--- config.mk ---
export PLATFORM = sky130hd
export DESIGN_NAME = spatial_sound_priority_sorter_flat
export DESIGN_NICKNAME = d
export VERILOG_FILES = /design/src/rtl/ssps_pkg.sv /design/src/rtl/ssps_if.sv /design/src/rtl/ssps_div.sv /design/src/rtl/ssps_datapath.sv /design/src/rtl/ssps_ctrl.sv /design/src/rtl/spatial_sound_priority_sorter.sv /design/src/flat_wrapper.sv
export SDC_FILE = /design/constraint.sdc
export NUM_CORES = 1
export LEC_CHECK = 0
export BUFFER_PORTS_ARGS = -buffer_cell sky130_fd_sc_hd__buf_4
export CELL_PAD_IN_SITES_DETAIL_PLACEMENT = 1
export CELL_PAD_IN_SITES_GLOBAL_PLACEMENT = 1
export CORE_MARGIN = 1
export CORE_UTILIZATION = 35
export CTS_CLUSTER_SIZE = 30
export DETAILED_ROUTE_END_ITERATION = 10
export GPL_TIMING_DRIVEN = 1
export HOLD_SLACK_MARGIN = 0.02
export PLACE_DENSITY_LB_ADDON = 0.1
export SLEW_MARGIN = 10
export SYNTH_ARGS = -nofsm -noshare
export SYNTH_HDL_FRONTEND = slang
export SYNTH_SLANG_ARGS = --single-unit
--- constraint.sdc ---
create_clock -name clk_i -period 5.81 [get_ports clk_i]
set_input_delay 0.581 -clock clk_i [delete_from_list [all_inputs] [get_ports clk_i]]
set_output_delay 0.581 -clock clk_i [all_outputs]
set_load 0.1 [all_outputs]
--- src/rtl/ssps_pkg.sv ---
// Package: shared types, constants and the direction table of the sound sorter.
package ssps_pkg;

  localparam int unsigned NumOut = 16;

  typedef enum logic [1:0] {
    CfgEnable = 2'd0,
    CfgVolume = 2'd1
  } cfg_idx_e;

  typedef enum logic [3:0] {
    StIdle,
    StDivA,
    StDivB,
    StStore,
    StSortInit,
    StSortCmp,
    StSortIns,
    StEmit,
    StReject
  } state_e;

  // controller to datapath
  typedef struct packed {
    logic load_in;
    logic start_a;
    logic start_b;
    logic store;
    logic clr_count;
    logic sort_init;
    logic sort_cmp;
    logic sort_shift;
    logic sort_place;
    logic sort_next;
    logic emit_next;
    logic emit_load;
  } ctrl_t;

  // datapath to controller
  typedef struct packed {
    logic div_done;
    logic full;
    logic last_in;
    logic empty;
    logic sort_done;
    logic keep_going;
    logic emit_last;
  } stat_t;

  localparam logic [15:0] DirTable [24] = '{
    16'h25a0, 16'h11f0, 16'h0b00, 16'h0730, 16'h0490, 16'h0290,
    16'h00d0, 16'h0000, 16'h0800, 16'h1700, 16'h2600, 16'h3500,
    16'h4400, 16'h5300, 16'h6200, 16'h7100, 16'h8f00, 16'h9e00,
    16'had00, 16'hbc00, 16'hcb00, 16'hda00, 16'he900, 16'hf800
  };

  // bearing from the ratio scan; x zero and y zero handled outside
  function automatic logic [15:0] bearing_scan(input logic [15:0] ratio, input logic xneg);
    logic [15:0] res;
    logic        hit;
    res = xneg ? DirTable[15] : DirTable[16];
    hit = 1'b0;
    for (int i = 0; i < 8; i++) begin
      if (!hit && ratio >= DirTable[i]) begin
        hit = 1'b1;
        res = xneg ? DirTable[8 + i] : DirTable[23 - i];
      end
    end
    return res;
  endfunction

endpackage

--- src/rtl/ssps_if.sv ---
// Interfaces: valid/ready channels for requests, results and register writes.
interface ssps_req_if;
  logic       valid;
  logic       ready;
  logic [7:0] priority_req;
  logic [7:0] volume;
  logic signed [7:0] rel_x;
  logic signed [7:0] rel_y;
  logic       last_entry;
  modport source (output valid, priority_req, volume, rel_x, rel_y, last_entry, input ready);
  modport sink   (input valid, priority_req, volume, rel_x, rel_y, last_entry, output ready);
endinterface

interface ssps_res_if;
  logic        valid;
  logic        ready;
  logic [3:0]  entry_index;
  logic [7:0]  attenuation;
  logic [15:0] bearing;
  logic        rejected;
  logic        last_result;
  modport source (output valid, entry_index, attenuation, bearing, rejected, last_result,
                  input ready);
  modport sink   (input valid, entry_index, attenuation, bearing, rejected, last_result,
                  output ready);
endinterface

interface ssps_cfg_if;
  logic       valid;
  logic       ready;
  logic [0:0] index;
  logic [7:0] data;
  modport source (output valid, index, data, input ready);
  modport sink   (input valid, index, data, output ready);
endinterface

--- src/rtl/ssps_div.sv ---
// Restoring divider: one quotient bit per cycle.
module ssps_div #(
  parameter int unsigned NumW = 19,
  parameter int unsigned DenW = 16
) (
  input  logic            clk_i,
  input  logic            rst_ni,
  input  logic            start_i,
  input  logic [NumW-1:0] num_i,
  input  logic [DenW-1:0] den_i,
  output logic            done_o,
  output logic [NumW-1:0] quo_o
);
  localparam int unsigned CntW = $clog2(NumW + 1);

  logic [NumW-1:0] quo_q, quo_d;
  logic [DenW:0]   rem_q, rem_d;
  logic [DenW-1:0] den_q, den_d;
  logic [CntW-1:0] cnt_q, cnt_d;
  logic            busy_q, busy_d;
  logic [DenW:0]   trial;

  // shift one numerator bit into the remainder and try a subtract
  always_comb begin
    quo_d  = quo_q;
    rem_d  = rem_q;
    den_d  = den_q;
    cnt_d  = cnt_q;
    busy_d = busy_q;
    trial  = {rem_q[DenW-1:0], quo_q[NumW-1]};
    if (start_i) begin
      quo_d  = num_i;
      rem_d  = '0;
      den_d  = den_i;
      cnt_d  = CntW'(NumW);
      busy_d = 1'b1;
    end else if (busy_q) begin
      if (trial >= {1'b0, den_q}) begin
        rem_d = trial - {1'b0, den_q};
        quo_d = {quo_q[NumW-2:0], 1'b1};
      end else begin
        rem_d = trial;
        quo_d = {quo_q[NumW-2:0], 1'b0};
      end
      cnt_d = cnt_q - 1'b1;
      if (cnt_q == CntW'(1)) busy_d = 1'b0;
    end
  end

  always_ff @(posedge clk_i or negedge rst_ni) begin
    if (!rst_ni) begin
      busy_q <= 1'b0;
      cnt_q  <= '0;
    end else begin
      busy_q <= busy_d;
      cnt_q  <= cnt_d;
    end
  end

  always_ff @(posedge clk_i) begin
    quo_q <= quo_d;
    rem_q <= rem_d;
    den_q <= den_d;
  end

  assign done_o = busy_q && (cnt_q == CntW'(1));
  assign quo_o  = quo_q;
endmodule

--- src/rtl/ssps_datapath.sv ---
// Datapath: request capture, dividers, entry stores, insertion sort and result register.
module ssps_datapath #(
  parameter int unsigned MaxEntries = 16
) (
  input  logic                 clk_i,
  input  logic                 rst_ni,
  input  ssps_pkg::ctrl_t      ctrl_i,
  output ssps_pkg::stat_t      stat_o,
  input  logic [7:0]           priority_req_i,
  input  logic [7:0]           volume_i,
  input  logic signed [7:0]    rel_x_i,
  input  logic signed [7:0]    rel_y_i,
  input  logic                 last_entry_i,
  output logic [3:0]           entry_index_o,
  output logic [7:0]           attenuation_o,
  output logic [15:0]          bearing_o
);
  import ssps_pkg::*;

  localparam int unsigned IdxW = (MaxEntries > 1) ? $clog2(MaxEntries) : 1;
  localparam int unsigned CntW = $clog2(MaxEntries + 1);

  // captured request
  logic [7:0]  pri_q, vol_q;
  logic [7:0]  ax_q, ay_q;
  logic        xneg_q, xzero_q, yzero_q, last_q;
  logic [7:0]  ax_d, ay_d;

  // stores
  logic [7:0]  pri_mem [MaxEntries];
  logic [7:0]  att_mem [MaxEntries];
  logic [15:0] brg_mem [MaxEntries];
  logic [IdxW-1:0] ord_mem [MaxEntries];
  logic [CntW-1:0] count_q;

  // sort state
  logic [CntW-1:0] i_q, j_q;
  logic [IdxW-1:0] cur_q, prev_q;
  logic [7:0]  pri_cur_q, att_cur_q, pri_prev_q, att_prev_q;
  logic        keep;

  // divider operands
  logic [15:0] sq_sum;
  logic [16:0] den_a;
  logic        done_a, done_b;
  logic [18:0] quo_a;
  logic [18:0] quo_b;
  logic [15:0] brg;

  assign ax_d = rel_x_i[7] ? 8'(-rel_x_i) : rel_x_i;
  assign ay_d = rel_y_i[7] ? 8'(-rel_y_i) : rel_y_i;

  // capture the request beat
  always_ff @(posedge clk_i) begin
    if (ctrl_i.load_in) begin
      pri_q   <= priority_req_i;
      vol_q   <= volume_i;
      ax_q    <= ax_d;
      ay_q    <= ay_d;
      xneg_q  <= rel_x_i[7];
      xzero_q <= (rel_x_i == '0);
      yzero_q <= (rel_y_i == '0);
      last_q  <= last_entry_i;
    end
  end

  // squares go through one small multiplier each, registered in the divider
  assign sq_sum = 16'(ax_q * ax_q) + 16'(ay_q * ay_q);
  assign den_a  = {1'b0, sq_sum} + 17'd8;

  // both dividers take the same number of steps so they finish together
  ssps_div #(.NumW(19), .DenW(17)) u_div_att (
    .clk_i, .rst_ni,
    .start_i (ctrl_i.start_a),
    .num_i   ({3'b0, vol_q, 8'd0}),
    .den_i   (den_a),
    .done_o  (done_a),
    .quo_o   (quo_a)
  );

  // full |x|<<11 numerator; the ratio keeps the low 16 quotient bits
  ssps_div #(.NumW(19), .DenW(8)) u_div_brg (
    .clk_i, .rst_ni,
    .start_i (ctrl_i.start_b),
    .num_i   ({ax_q, 11'd0}),
    .den_i   (ay_q),
    .done_o  (done_b),
    .quo_o   (quo_b)
  );

  always_comb begin
    if (xzero_q)      brg = 16'h8000;
    else if (yzero_q) brg = xneg_q ? DirTable[8] : DirTable[23];
    else              brg = bearing_scan(quo_b[15:0], xneg_q);
  end

  // write the entry stores
  always_ff @(posedge clk_i) begin
    if (ctrl_i.store) begin
      pri_mem[count_q[IdxW-1:0]] <= pri_q;
      att_mem[count_q[IdxW-1:0]] <= quo_a[12:5];
      brg_mem[count_q[IdxW-1:0]] <= brg;
    end
  end

  always_ff @(posedge clk_i or negedge rst_ni) begin
    if (!rst_ni) begin
      count_q <= '0;
    end else if (ctrl_i.clr_count) begin
      count_q <= '0;
    end else if (ctrl_i.store) begin
      count_q <= count_q + 1'b1;
    end
  end

  // insertion sort: i walks the entries, j walks back through the order
  always_ff @(posedge clk_i) begin
    if (ctrl_i.sort_init) begin
      i_q <= '0;
    end
    if (ctrl_i.sort_next) begin
      cur_q     <= i_q[IdxW-1:0];
      pri_cur_q <= pri_mem[i_q[IdxW-1:0]];
      att_cur_q <= att_mem[i_q[IdxW-1:0]];
      j_q       <= i_q;
      i_q       <= i_q + 1'b1;
    end
    if (ctrl_i.sort_cmp) begin
      prev_q     <= ord_mem[IdxW'(j_q - 1'b1)];
      pri_prev_q <= pri_mem[ord_mem[IdxW'(j_q - 1'b1)]];
      att_prev_q <= att_mem[ord_mem[IdxW'(j_q - 1'b1)]];
    end
    if (ctrl_i.sort_shift) begin
      ord_mem[j_q[IdxW-1:0]] <= prev_q;
      j_q <= j_q - 1'b1;
    end
    if (ctrl_i.sort_place) begin
      ord_mem[j_q[IdxW-1:0]] <= cur_q;
    end
    if (ctrl_i.emit_load) begin
      j_q <= '0;
    end
    if (ctrl_i.emit_next) begin
      entry_index_o <= 4'(ord_mem[j_q[IdxW-1:0]]);
      attenuation_o <= att_mem[ord_mem[j_q[IdxW-1:0]]];
      bearing_o     <= brg_mem[ord_mem[j_q[IdxW-1:0]]];
      j_q           <= j_q + 1'b1;
    end
  end

  always_comb begin
    keep = (pri_prev_q != pri_cur_q) ? (pri_prev_q > pri_cur_q)
                                     : (att_prev_q >= att_cur_q);
  end

  assign stat_o.div_done   = done_a && done_b;
  assign stat_o.full       = (count_q >= CntW'(MaxEntries));
  assign stat_o.last_in    = last_q;
  assign stat_o.empty      = (count_q == '0);
  assign stat_o.sort_done  = (i_q == count_q);
  assign stat_o.keep_going = (j_q != '0) && !keep;
  assign stat_o.emit_last  = (32'(j_q) + 1 >= 32'(count_q)) || (32'(j_q) + 1 >= NumOut);
endmodule

--- src/rtl/ssps_ctrl.sv ---
// Controller: sequences load, division, sort and emission of a batch.
module ssps_ctrl (
  input  logic            clk_i,
  input  logic            rst_ni,
  input  ssps_pkg::stat_t stat_i,
  input  logic            gate_ok_i,
  input  logic            in_valid_i,
  output logic            in_ready_o,
  output logic            out_valid_o,
  input  logic            out_ready_i,
  output logic            out_rej_o,
  output logic            out_last_o,
  output ssps_pkg::ctrl_t ctrl_o
);
  import ssps_pkg::*;

  state_e state_q, state_d;
  logic   ov_q, ov_d, rej_q, rej_d, lst_q, lst_d;
  logic   free;

  assign free = !ov_q || out_ready_i;

  always_comb begin
    state_d = state_q;
    ctrl_o  = '0;
    ov_d    = ov_q && !out_ready_i;
    rej_d   = rej_q;
    lst_d   = lst_q;
    in_ready_o = 1'b0;
    unique case (state_q)
      StIdle: begin
        in_ready_o = !ov_q;
        if (in_valid_i && !ov_q) begin
          ctrl_o.load_in = 1'b1;
          state_d = StDivA;
        end
      end
      StDivA: begin
        ctrl_o.start_a = 1'b1;
        ctrl_o.start_b = 1'b1;
        state_d = StDivB;
      end
      StDivB: begin
        if (stat_i.div_done) state_d = StStore;
      end
      StStore: begin
        ctrl_o.store = !stat_i.full;
        if (!stat_i.last_in) state_d = StIdle;
        else if (!gate_ok_i) state_d = StReject;
        else state_d = StSortInit;
      end
      StSortInit: begin
        ctrl_o.sort_init = 1'b1;
        state_d = StSortCmp;
      end
      StSortCmp: begin
        if (stat_i.sort_done) begin
          ctrl_o.emit_load = 1'b1;
          state_d = stat_i.empty ? StIdle : StEmit;
          if (stat_i.empty) ctrl_o.clr_count = 1'b1;
        end else begin
          ctrl_o.sort_next = 1'b1;
          state_d = StSortIns;
        end
      end
      StSortIns: begin
        // fetch predecessor then decide
        ctrl_o.sort_cmp = 1'b1;
        state_d = StSortIns;
        if (rej_q) begin
          rej_d = 1'b0;
          if (stat_i.keep_going) begin
            ctrl_o.sort_shift = 1'b1;
            ctrl_o.sort_cmp   = 1'b0;
            rej_d = 1'b0;
          end else begin
            ctrl_o.sort_place = 1'b1;
            ctrl_o.sort_cmp   = 1'b0;
            state_d = StSortCmp;
          end
        end else begin
          rej_d = 1'b1;
        end
      end
      StEmit: begin
        if (free) begin
          ctrl_o.emit_next = 1'b1;
          ov_d  = 1'b1;
          rej_d = 1'b0;
          lst_d = stat_i.emit_last;
          if (stat_i.emit_last) begin
            ctrl_o.clr_count = 1'b1;
            state_d = StIdle;
          end
        end
      end
      StReject: begin
        if (free) begin
          ctrl_o.clr_count = 1'b1;
          ov_d  = 1'b1;
          lst_d = 1'b1;
          state_d = StIdle;
        end
      end
      default: state_d = StIdle;
    endcase
  end

  always_ff @(posedge clk_i or negedge rst_ni) begin
    if (!rst_ni) begin
      state_q <= StIdle;
      ov_q    <= 1'b0;
      rej_q   <= 1'b0;
      lst_q   <= 1'b0;
    end else begin
      state_q <= state_d;
      ov_q    <= ov_d;
      rej_q   <= (state_q == StReject && free) ? 1'b1 : rej_d;
      lst_q   <= lst_d;
    end
  end

  assign out_valid_o = ov_q;
  assign out_rej_o   = rej_q && ov_q && (state_q != StSortIns);
  assign out_last_o  = lst_q;
endmodule

--- src/rtl/spatial_sound_priority_sorter.sv ---
// Top level: sound request sorter with register port.
// Usage:
//   req_if carries one sound request per beat; last_entry closes a batch.
//   res_if returns the batch's results, highest priority then loudest
//   attenuation first, ties in load order; last_result marks the final beat.
//   cfg_if writes the enable bit (index 0) and master_volume (index 1); write
//   only while the block is idle.
// Sequence:
//   Each request is taken in StIdle, starts both 19-bit dividers side by
//   side in StDivA, waits in StDivB for their quotient bits and is stored
//   in StStore before the next one is taken. After the last request an
//   insertion sort runs, each comparison fetching a predecessor then
//   deciding, then one result per cycle while the receiver takes them.
//   A closed gate gives one rejected beat with zero fields.
// Reset: registers return to enabled, volume 7, empty batch.
// Stall: the result register holds while res_if.ready is low; the sequence
// waits behind it and requests are not taken until the batch is delivered.
module spatial_sound_priority_sorter #(
  parameter int unsigned MAX_ENTRIES = 16
) (
  input  logic      clk_i,
  input  logic      rst_ni,
  ssps_req_if.sink   req_if,
  ssps_res_if.source res_if,
  ssps_cfg_if.sink   cfg_if
);
  import ssps_pkg::*;

  ctrl_t      ctrl;
  stat_t      stat;
  logic       en_q;
  logic [7:0] vol_q;
  logic       rej;
  logic [3:0] idx;
  logic [7:0] att;
  logic [15:0] brg;

  // register writes
  assign cfg_if.ready = 1'b1;
  always_ff @(posedge clk_i or negedge rst_ni) begin
    if (!rst_ni) begin
      en_q  <= 1'b1;
      vol_q <= 8'd7;
    end else if (cfg_if.valid) begin
      unique case (cfg_idx_e'({1'b0, cfg_if.index}))
        CfgEnable: en_q  <= cfg_if.data[0];
        CfgVolume: vol_q <= cfg_if.data;
        default: ;
      endcase
    end
  end

  ssps_ctrl u_ctrl (
    .clk_i, .rst_ni,
    .stat_i      (stat),
    .gate_ok_i   (en_q && (vol_q != '0)),
    .in_valid_i  (req_if.valid),
    .in_ready_o  (req_if.ready),
    .out_valid_o (res_if.valid),
    .out_ready_i (res_if.ready),
    .out_rej_o   (rej),
    .out_last_o  (res_if.last_result),
    .ctrl_o      (ctrl)
  );

  ssps_datapath #(.MaxEntries(MAX_ENTRIES)) u_dp (
    .clk_i, .rst_ni,
    .ctrl_i         (ctrl),
    .stat_o         (stat),
    .priority_req_i (req_if.priority_req),
    .volume_i       (req_if.volume),
    .rel_x_i        (req_if.rel_x),
    .rel_y_i        (req_if.rel_y),
    .last_entry_i   (req_if.last_entry),
    .entry_index_o  (idx),
    .attenuation_o  (att),
    .bearing_o      (brg)
  );

  // zero the fields of a rejected beat
  assign res_if.rejected    = rej;
  assign res_if.entry_index = rej ? '0 : idx;
  assign res_if.attenuation = rej ? '0 : att;
  assign res_if.bearing     = rej ? '0 : brg;
endmodule
--- src/flat_wrapper.sv ---
// flat-port wrapper written by rule: the top's interface ports become plain ports
module spatial_sound_priority_sorter_flat import ssps_pkg::*;
#(
  parameter int unsigned MAX_ENTRIES = 16
)
  (clk_i, rst_ni, req_if_valid, req_if_priority_req, req_if_volume, req_if_rel_x, req_if_rel_y, req_if_last_entry, req_if_ready, res_if_valid, res_if_entry_index, res_if_attenuation, res_if_bearing, res_if_rejected, res_if_last_result, res_if_ready, cfg_if_valid, cfg_if_index, cfg_if_data, cfg_if_ready);
  ssps_req_if req_if_i ();
  ssps_res_if res_if_i ();
  ssps_cfg_if cfg_if_i ();
  input  logic clk_i;
  input  logic rst_ni;
  input wire logic [$bits(req_if_i.valid)-1:0] req_if_valid;
  input wire logic [$bits(req_if_i.priority_req)-1:0] req_if_priority_req;
  input wire logic [$bits(req_if_i.volume)-1:0] req_if_volume;
  input wire logic [$bits(req_if_i.rel_x)-1:0] req_if_rel_x;
  input wire logic [$bits(req_if_i.rel_y)-1:0] req_if_rel_y;
  input wire logic [$bits(req_if_i.last_entry)-1:0] req_if_last_entry;
  output wire logic [$bits(req_if_i.ready)-1:0] req_if_ready;
  output wire logic [$bits(res_if_i.valid)-1:0] res_if_valid;
  output wire logic [$bits(res_if_i.entry_index)-1:0] res_if_entry_index;
  output wire logic [$bits(res_if_i.attenuation)-1:0] res_if_attenuation;
  output wire logic [$bits(res_if_i.bearing)-1:0] res_if_bearing;
  output wire logic [$bits(res_if_i.rejected)-1:0] res_if_rejected;
  output wire logic [$bits(res_if_i.last_result)-1:0] res_if_last_result;
  input wire logic [$bits(res_if_i.ready)-1:0] res_if_ready;
  input wire logic [$bits(cfg_if_i.valid)-1:0] cfg_if_valid;
  input wire logic [$bits(cfg_if_i.index)-1:0] cfg_if_index;
  input wire logic [$bits(cfg_if_i.data)-1:0] cfg_if_data;
  output wire logic [$bits(cfg_if_i.ready)-1:0] cfg_if_ready;
  assign req_if_i.valid = req_if_valid;
  assign req_if_i.priority_req = req_if_priority_req;
  assign req_if_i.volume = req_if_volume;
  assign req_if_i.rel_x = req_if_rel_x;
  assign req_if_i.rel_y = req_if_rel_y;
  assign req_if_i.last_entry = req_if_last_entry;
  assign req_if_ready = req_if_i.ready;
  assign res_if_valid = res_if_i.valid;
  assign res_if_entry_index = res_if_i.entry_index;
  assign res_if_attenuation = res_if_i.attenuation;
  assign res_if_bearing = res_if_i.bearing;
  assign res_if_rejected = res_if_i.rejected;
  assign res_if_last_result = res_if_i.last_result;
  assign res_if_i.ready = res_if_ready;
  assign cfg_if_i.valid = cfg_if_valid;
  assign cfg_if_i.index = cfg_if_index;
  assign cfg_if_i.data = cfg_if_data;
  assign cfg_if_ready = cfg_if_i.ready;
  spatial_sound_priority_sorter #(.MAX_ENTRIES(MAX_ENTRIES)) u_core (.clk_i(clk_i), .rst_ni(rst_ni), .req_if(req_if_i), .res_if(res_if_i), .cfg_if(cfg_if_i));
endmodule
---- Yosys cells after proc, flatten, opt, wreduce, memory -nomap -nowiden ----
Memory sizes are Yosys's and may differ from the RTL's. A register that Yosys moved wholly into a read port is not among the register bits.
Index checks and enable logic that the tools add are counted.
word-level totals
  RAM bits ................................ 576
  register bits ........................... 179
  bits of input ports ..................... 47
  output and inout port bits .............. 33
  word-level logic and storage cells ...... 259
  memories ................................ 4
memory list
  memory               words  width  read ports  clocked after Yosys merged registers in  write ports  line                 source
  u_core.u_dp.brg_mem  16     16     1           1                                        1            ssps_datapath.sv:32  logic [15:0] brg_mem [MaxEntries];
  u_core.u_dp.att_mem  16     8      3           3                                        1            ssps_datapath.sv:31  logic [7:0] att_mem [MaxEntries];
  u_core.u_dp.pri_mem  16     8      2           2                                        1            ssps_datapath.sv:30  logic [7:0] pri_mem [MaxEntries];
  u_core.u_dp.ord_mem  16     4      2           1                                        1            ssps_datapath.sv:33  logic [IdxW-1:0] ord_mem [MaxEntries];
cells by class
  bitwise gates (word level) .............. 2
  $mul .................................... 2
  eq/ne operators ......................... 19
  $lt $le $gt $ge ......................... 15
  multiplexer cells ....................... 121
  reduce and logical (&&, ||, !) cells .... 49
  add/subtract/negate cells ............... 13
operators with widths
  kind                                                                  count
  two-way mux 16 bit                                                    21
  two-way mux 1 bit                                                     60
  two-way mux 5 bit                                                     12
  two-way mux 4 bit                                                     10
  two-way mux 19 bit                                                    2
  case mux 4 bit (9 select lines)                                       1
  greater-or-equal comparator 16 x 11 -> 1 bit (second input constant)  2
  greater-or-equal comparator 32 x 5 -> 1 bit                           1
  multiplier 8 x 8 -> 16 bit                                            2
  greater-or-equal comparator 18 x 17 -> 1 bit                          1
  adder 16 x 4 -> 17 bit (second input constant)                        1
  logical AND 1 bit                                                     17
  two-way mux 17 bit                                                    1
  subtractor 17 bit                                                     1
  adder 16 bit                                                          1
  == test 4 x 3 -> 1 bit (second input constant)                        4
  greater-or-equal comparator 16 x 1 -> 1 bit (second input constant)   1
  greater-or-equal comparator 16 x 10 -> 1 bit (second input constant)  1
  greater-or-equal comparator 16 x 12 -> 1 bit (second input constant)  1
  greater-or-equal comparator 16 x 13 -> 1 bit (second input constant)  1
  greater-or-equal comparator 16 x 14 -> 1 bit (second input constant)  1
  greater-or-equal comparator 16 x 8 -> 1 bit (second input constant)   1
  zero test 8 bit                                                       2
  two-way mux 8 bit                                                     2
  40 further kinds                                                      74

---- Depth between registers and ports, before layout ----
  depth in word-level cells ............... 39
  depth in mapped cells ................... 23
  gate-level depth less buffers ........... 22

---- Cells and area by module ----
From an unflattened synthesis, not the netlist that was laid out.
second synthesis, totals
  cell total of the unflattened synthesis .. 2677
  area total of the unflattened synthesis .. 37417.1 um^2
modules (own cells, without submodules)
  module                            times used  cells each  area each (um^2)  sequential area each (um^2)
  ssps_datapath                     1           2072        30803.3           16841.2
  ssps_div (u_core.u_dp.u_div_att)  1           298         3291.9            1571.5
  ssps_div (u_core.u_dp.u_div_brg)  1           177         2119.5            1121.1
  ssps_ctrl                         1           75          606.8             175.2
  spatial_sound_priority_sorter     1           55          595.6             230.2

---- Worst setup path before layout ----
OpenSTA, ideal clock, no wires.
  path type ............................... register -> register
  start point ............................. register u_core.u_dp.ay_q[0]
  end point ............................... register u_core.u_dp.u_div_att.den_q[15], data pin
  data required time ...................... 5.547 ns
  slack ................................... -0.231 ns
  stages on the path, launching flop included .. 21
  library setup time ...................... 0.263 ns
  period minus slack after synthesis ...... 6.041 ns
  arrival time ............................ 5.778 ns
  path buffers ............................ 0
  cells stage by stage .................... edfxtp_1 and2_1 fa_1 inv_1 fa_1 inv_1 fa_1 fa_1 fa_1 inv_1 fa_1 inv_1 ha_1 and3_1 a21oi_1 a31oi_1 or4_1 a21oi_1 xnor2_1 nand4_1 xor2_1
on the way
  longest elaborated chain between the ends .. 3
RTL lines
  element                     line                 source
  start: declaration          ssps_datapath.sv:25  logic [7:0] ax_q, ay_q;
  start signal: assignment    ssps_datapath.sv:59  ay_q <= ay_d;
  multiplier 8 x 8 -> 16 bit  ssps_datapath.sv:68  assign sq_sum = 16'(ax_q * ax_q) + 16'(ay_q * ay_q);
  adder 16 bit                ssps_datapath.sv:68
  adder 16 x 4 -> 17 bit      ssps_datapath.sv:69  assign den_a = {1'b0, sq_sum} + 17'd8;
  via u_core.u_dp.den_a[15]   ssps_datapath.sv:44  logic [16:0] den_a;
  end signal: assignment      ssps_div.sv:63       den_q <= den_d;
  end: declaration            ssps_div.sv:18       logic [DenW-1:0] den_q, den_d;
The timed path passes the listed nets, and every way through them passes these cells.
A chain may end at the register's enable or synchronous reset.

---- Worst setup path after layout ----
  start point ............................. register u_core.u_dp.ax_q[6]
  end point ............................... register u_core.u_dp.u_div_att.den_q[15], data pin
on the way
  longest elaborated chain between the ends .. 3
RTL lines
  element                     line                 source
  start: declaration          ssps_datapath.sv:25
  start signal: assignment    ssps_datapath.sv:58  ax_q <= ax_d;
  multiplier 8 x 8 -> 16 bit  ssps_datapath.sv:68
  adder 16 bit                ssps_datapath.sv:68
  adder 16 x 4 -> 17 bit      ssps_datapath.sv:69
  via u_core.u_dp.den_a[15]   ssps_datapath.sv:44
The timed path passes the listed nets, and every way through them passes these cells.

==> reports/metrics.yaml <==
outcome: "finished with violations"
violations: "setup timing"
diodes: 0
worstPathMaxFanout: 4
setup_viol: 1
cts_made_buffers: 79
rows: 118
setup_slack_ns: -0.0133
drt_wl_total_um: 111000
drv_cap: 0
slew_headroom_pct: 20.0
critPathKind: "reg2reg"
dp_hpwl_um: 72800
hold_ws_ns: 0.128
synthesis.area_mm2: 0.0368
drive_above_1_share_pct: 20.8
min-delay-start: "req_if_volume[6]"
synth_top_area_cell: "edfxtp_1"
ant_nets: 0
path_cells: "buf_4 > nand2_2 > fa_2 > fa_1 > inv_1 > fa_1 > fa_1 > fa_1 > inv_2 > fa_1 > inv_2 > ha_4 > and3_4 > a21oi_4 > a31oi_2 > or4_4 > a21oi_4 > xnor2_2 > nand4_1 > xor2_1"
synthCells: 2824
required_ns: 6.18
n_fill_cell: 10778
drv_slew: 0
synth_flop_cell: "edfxtp_1"
rsz0062_at_grt: "yes"
hp-class: "in2reg"
clock_sinks: 679
pin_count: 80
r2r-start: "u_core.u_dp.ax_q[6]"
ys_types: 74
grt_pass1_wl_um: 167000
yosysSeqAreaShare_pct: 53.5
core_area_mm2: 0.104
io_buffer_count: 70
cp-end-kind: "flop"
period_needed_ns: 5.82
grt_util_all_layers_pct: 20.9
async_flop_share_pct: 4.86
hold_viol: 0
crit_path_start: "u_core.u_dp.ax_q[6]"
worst_slew_pin_slew_ns: 1.20
htreeDepth: 3
via_per_inst: 5.48
ys_seq_elements: 679
drc: 0
nNetsFinal: 3220
synth_area_leaders: "edfxtp_1 49%, mux4_2 11%, fa_1 4.2%"
die-area_mm2: 0.107
synth_edf_count: 595
overflow: 0
multi_input_area_mm2: 0.0161
cp-start-kind: "flop"
cp.arrival_ns: 6.20
root_buffer: "clkbuf_16"
die_w_um: 326
antenna_found_initial: 1
yosys_warnings: 0
drt-pass1-iter-count: 5
die_h_um: 326
max_stage_delay_ns: 0.55
clock_latency_ns: 0.64
cts_max_path_buffers: 3
grt_pass1_vias: 26411
fmax_mhz: 172
fin_skew_ns: 0.0272
seq_area_mm2: 0.0197
cpMaxStageDelayCell: "or4_4"
wl_per_cell_um: 25.1
area_growth_pct: 15.7
avgSynthCellArea_um2: 13.0
globalplace.congestion: 0.830
period_share_pct: 100
cp_common_cell: "fa_1"
grt_max_degree: 66
cts_tree: "done"
synth.top_cell.area_share_pct: 48.5
clk_pin_slew_ns: 0.06
start_util_pct: 35.4
via_count: 24202
initialDrtViolationCount: 1757
## layout by cell type, fill, tap and decap left out, types with 18 or more instances in the layout
master	n
xnor2_1	51
nand2b_1	18
and2_1	36
nand2_1	269
dfrtp_1	28
buf_4	215
mux2_2	21
inv_1	191
nor3_1	24
o22ai_1	52
xor2_1	28
nor2b_1	66
a21oi_1	151
o21ai_0	71
ha_1	115
mux2i_1	154
nor4_1	27
o21ai_1	18
a31oi_1	22
edfxtp_1	595
clkbuf_16	81
nand3_1	35
dfxtp_1	51
fa_1	75
mux4_2	179
nor2_1	139
## state kept, by name, indices dropped and copies added, names as in the netlist, 17 cells and up, named ones only
name / count
u_core.u_dp.att_mem: 128
u_core.u_dp.brg_mem: 128
u_core.u_dp.ord_mem: 64
u_core.u_dp.pri_mem: 128
u_core.u_dp.u_div_att.den_q: 17
u_core.u_dp.u_div_att.quo_o: 19
u_core.u_dp.u_div_att.rem_q: 17
u_core.u_dp.u_div_brg.quo_o: 19
## stage by stage
stage	cells	setup slack [ns]	instance area (µm²)	utilization, %	setup TNS, ns
3_3_place_gp	4259	-0.191	39700	38.2	-0.636
4_1_cts	4415	-0.0421	42500	40.9	-0.0477
6_report	4420	-0.0133	42600	41.0	-0.0133
2_1_floorplan	2831	0.000887	36900	-	0
3_5_place_dp	4259	-0.234	39700	38.2	-0.927
5_1_grt	4420	-0.236	42600	41.0	-1.04
## cell type report
class                      count  area share, %
clock inverter                47           1.19
tap                         1380           4.05
inverter                     200           1.77
timing repair buffer         221           4.01
clock buffer                  99           5.01
sequential                   679           46.3
multi-input combinational   1794           37.7
## per-layer routing
metal	vias to the layer above	routed length, µm	global-route usage (%)
met2	537	56900	37.2
li1	10786	-	-
met5	-	13	0
met1	12687	46500	26.1
met3	190	4240	2.79
met4	2	3300	7.00
## cell usage after synthesis, drive strengths merged (51+ instances only)
cell / instances
nor2b: 68
o22ai: 52
mux4: 181
nand2: 272
a21oi: 158
xnor2: 54
dfxtp: 51
ha: 121
buf: 54
clkbuf: 104
nor2: 155
inv: 200
fa: 77
mux2i: 154
o21ai: 90
edfxtp: 595
## worst max-delay path, delay by kind of cell, from the launching register on
kind                     cells  cell delay (ns)
AND/OR/NAND/NOR              4             0.90
AO/OA/AOI/OAI                3             0.43
XOR/XNOR                     2             0.28
adder cells (fa/ha/maj)      7             3.20
flip-flops                   1             0.44
buffers and inverters        4             0.31
## kinds of logic after synthesis
family	Yosys count	share of synthesized area, %
and+or+nand+nor	715	9.12
DFF	679	53.5
adders and majority gates	198	8.30
xor gates and xnor gates	82	1.95
AOI/OAI and AO/OA	433	7.15
other	2	0.0204
buffers and inverters	358	3.98
muxes	357	15.9
## repair_timing
action / in CTS / in global routing
hold buffers: 1 / 0
pin swaps: 36 / 9
setup buffers: 9 / 5
endpoints found under the setup margin: 7 / 7
endpoints found under the hold margin: 29 / 0
resized for setup: 24 / 17
## final timing paths
| check | slack [ns] | end | cells past startpoint |
|---|---|---|---|
| worst max-delay path | -0.01 | u_core.u_dp.u_div_att.den_q[15] | 20 |
| worst min-delay path | 0.13 | u_core.u_dp.vol_q[6] | 1 |
| worst max register to register | -0.01 | u_core.u_dp.u_div_att.den_q[15] | 20 |
| worst min register to register | 0.48 | u_core.u_ctrl.out_last_o | 2 |
| max in group asynchronous | 5.01 | u_core.u_dp.u_div_att.busy_q | 2 |
| min in group asynchronous | 0.44 | u_core.vol_q[5] | 2 |
Power is left out: the tool's default activity adds up to more than one toggle a clock period on the data nets, which glitch-free logic cannot reach.
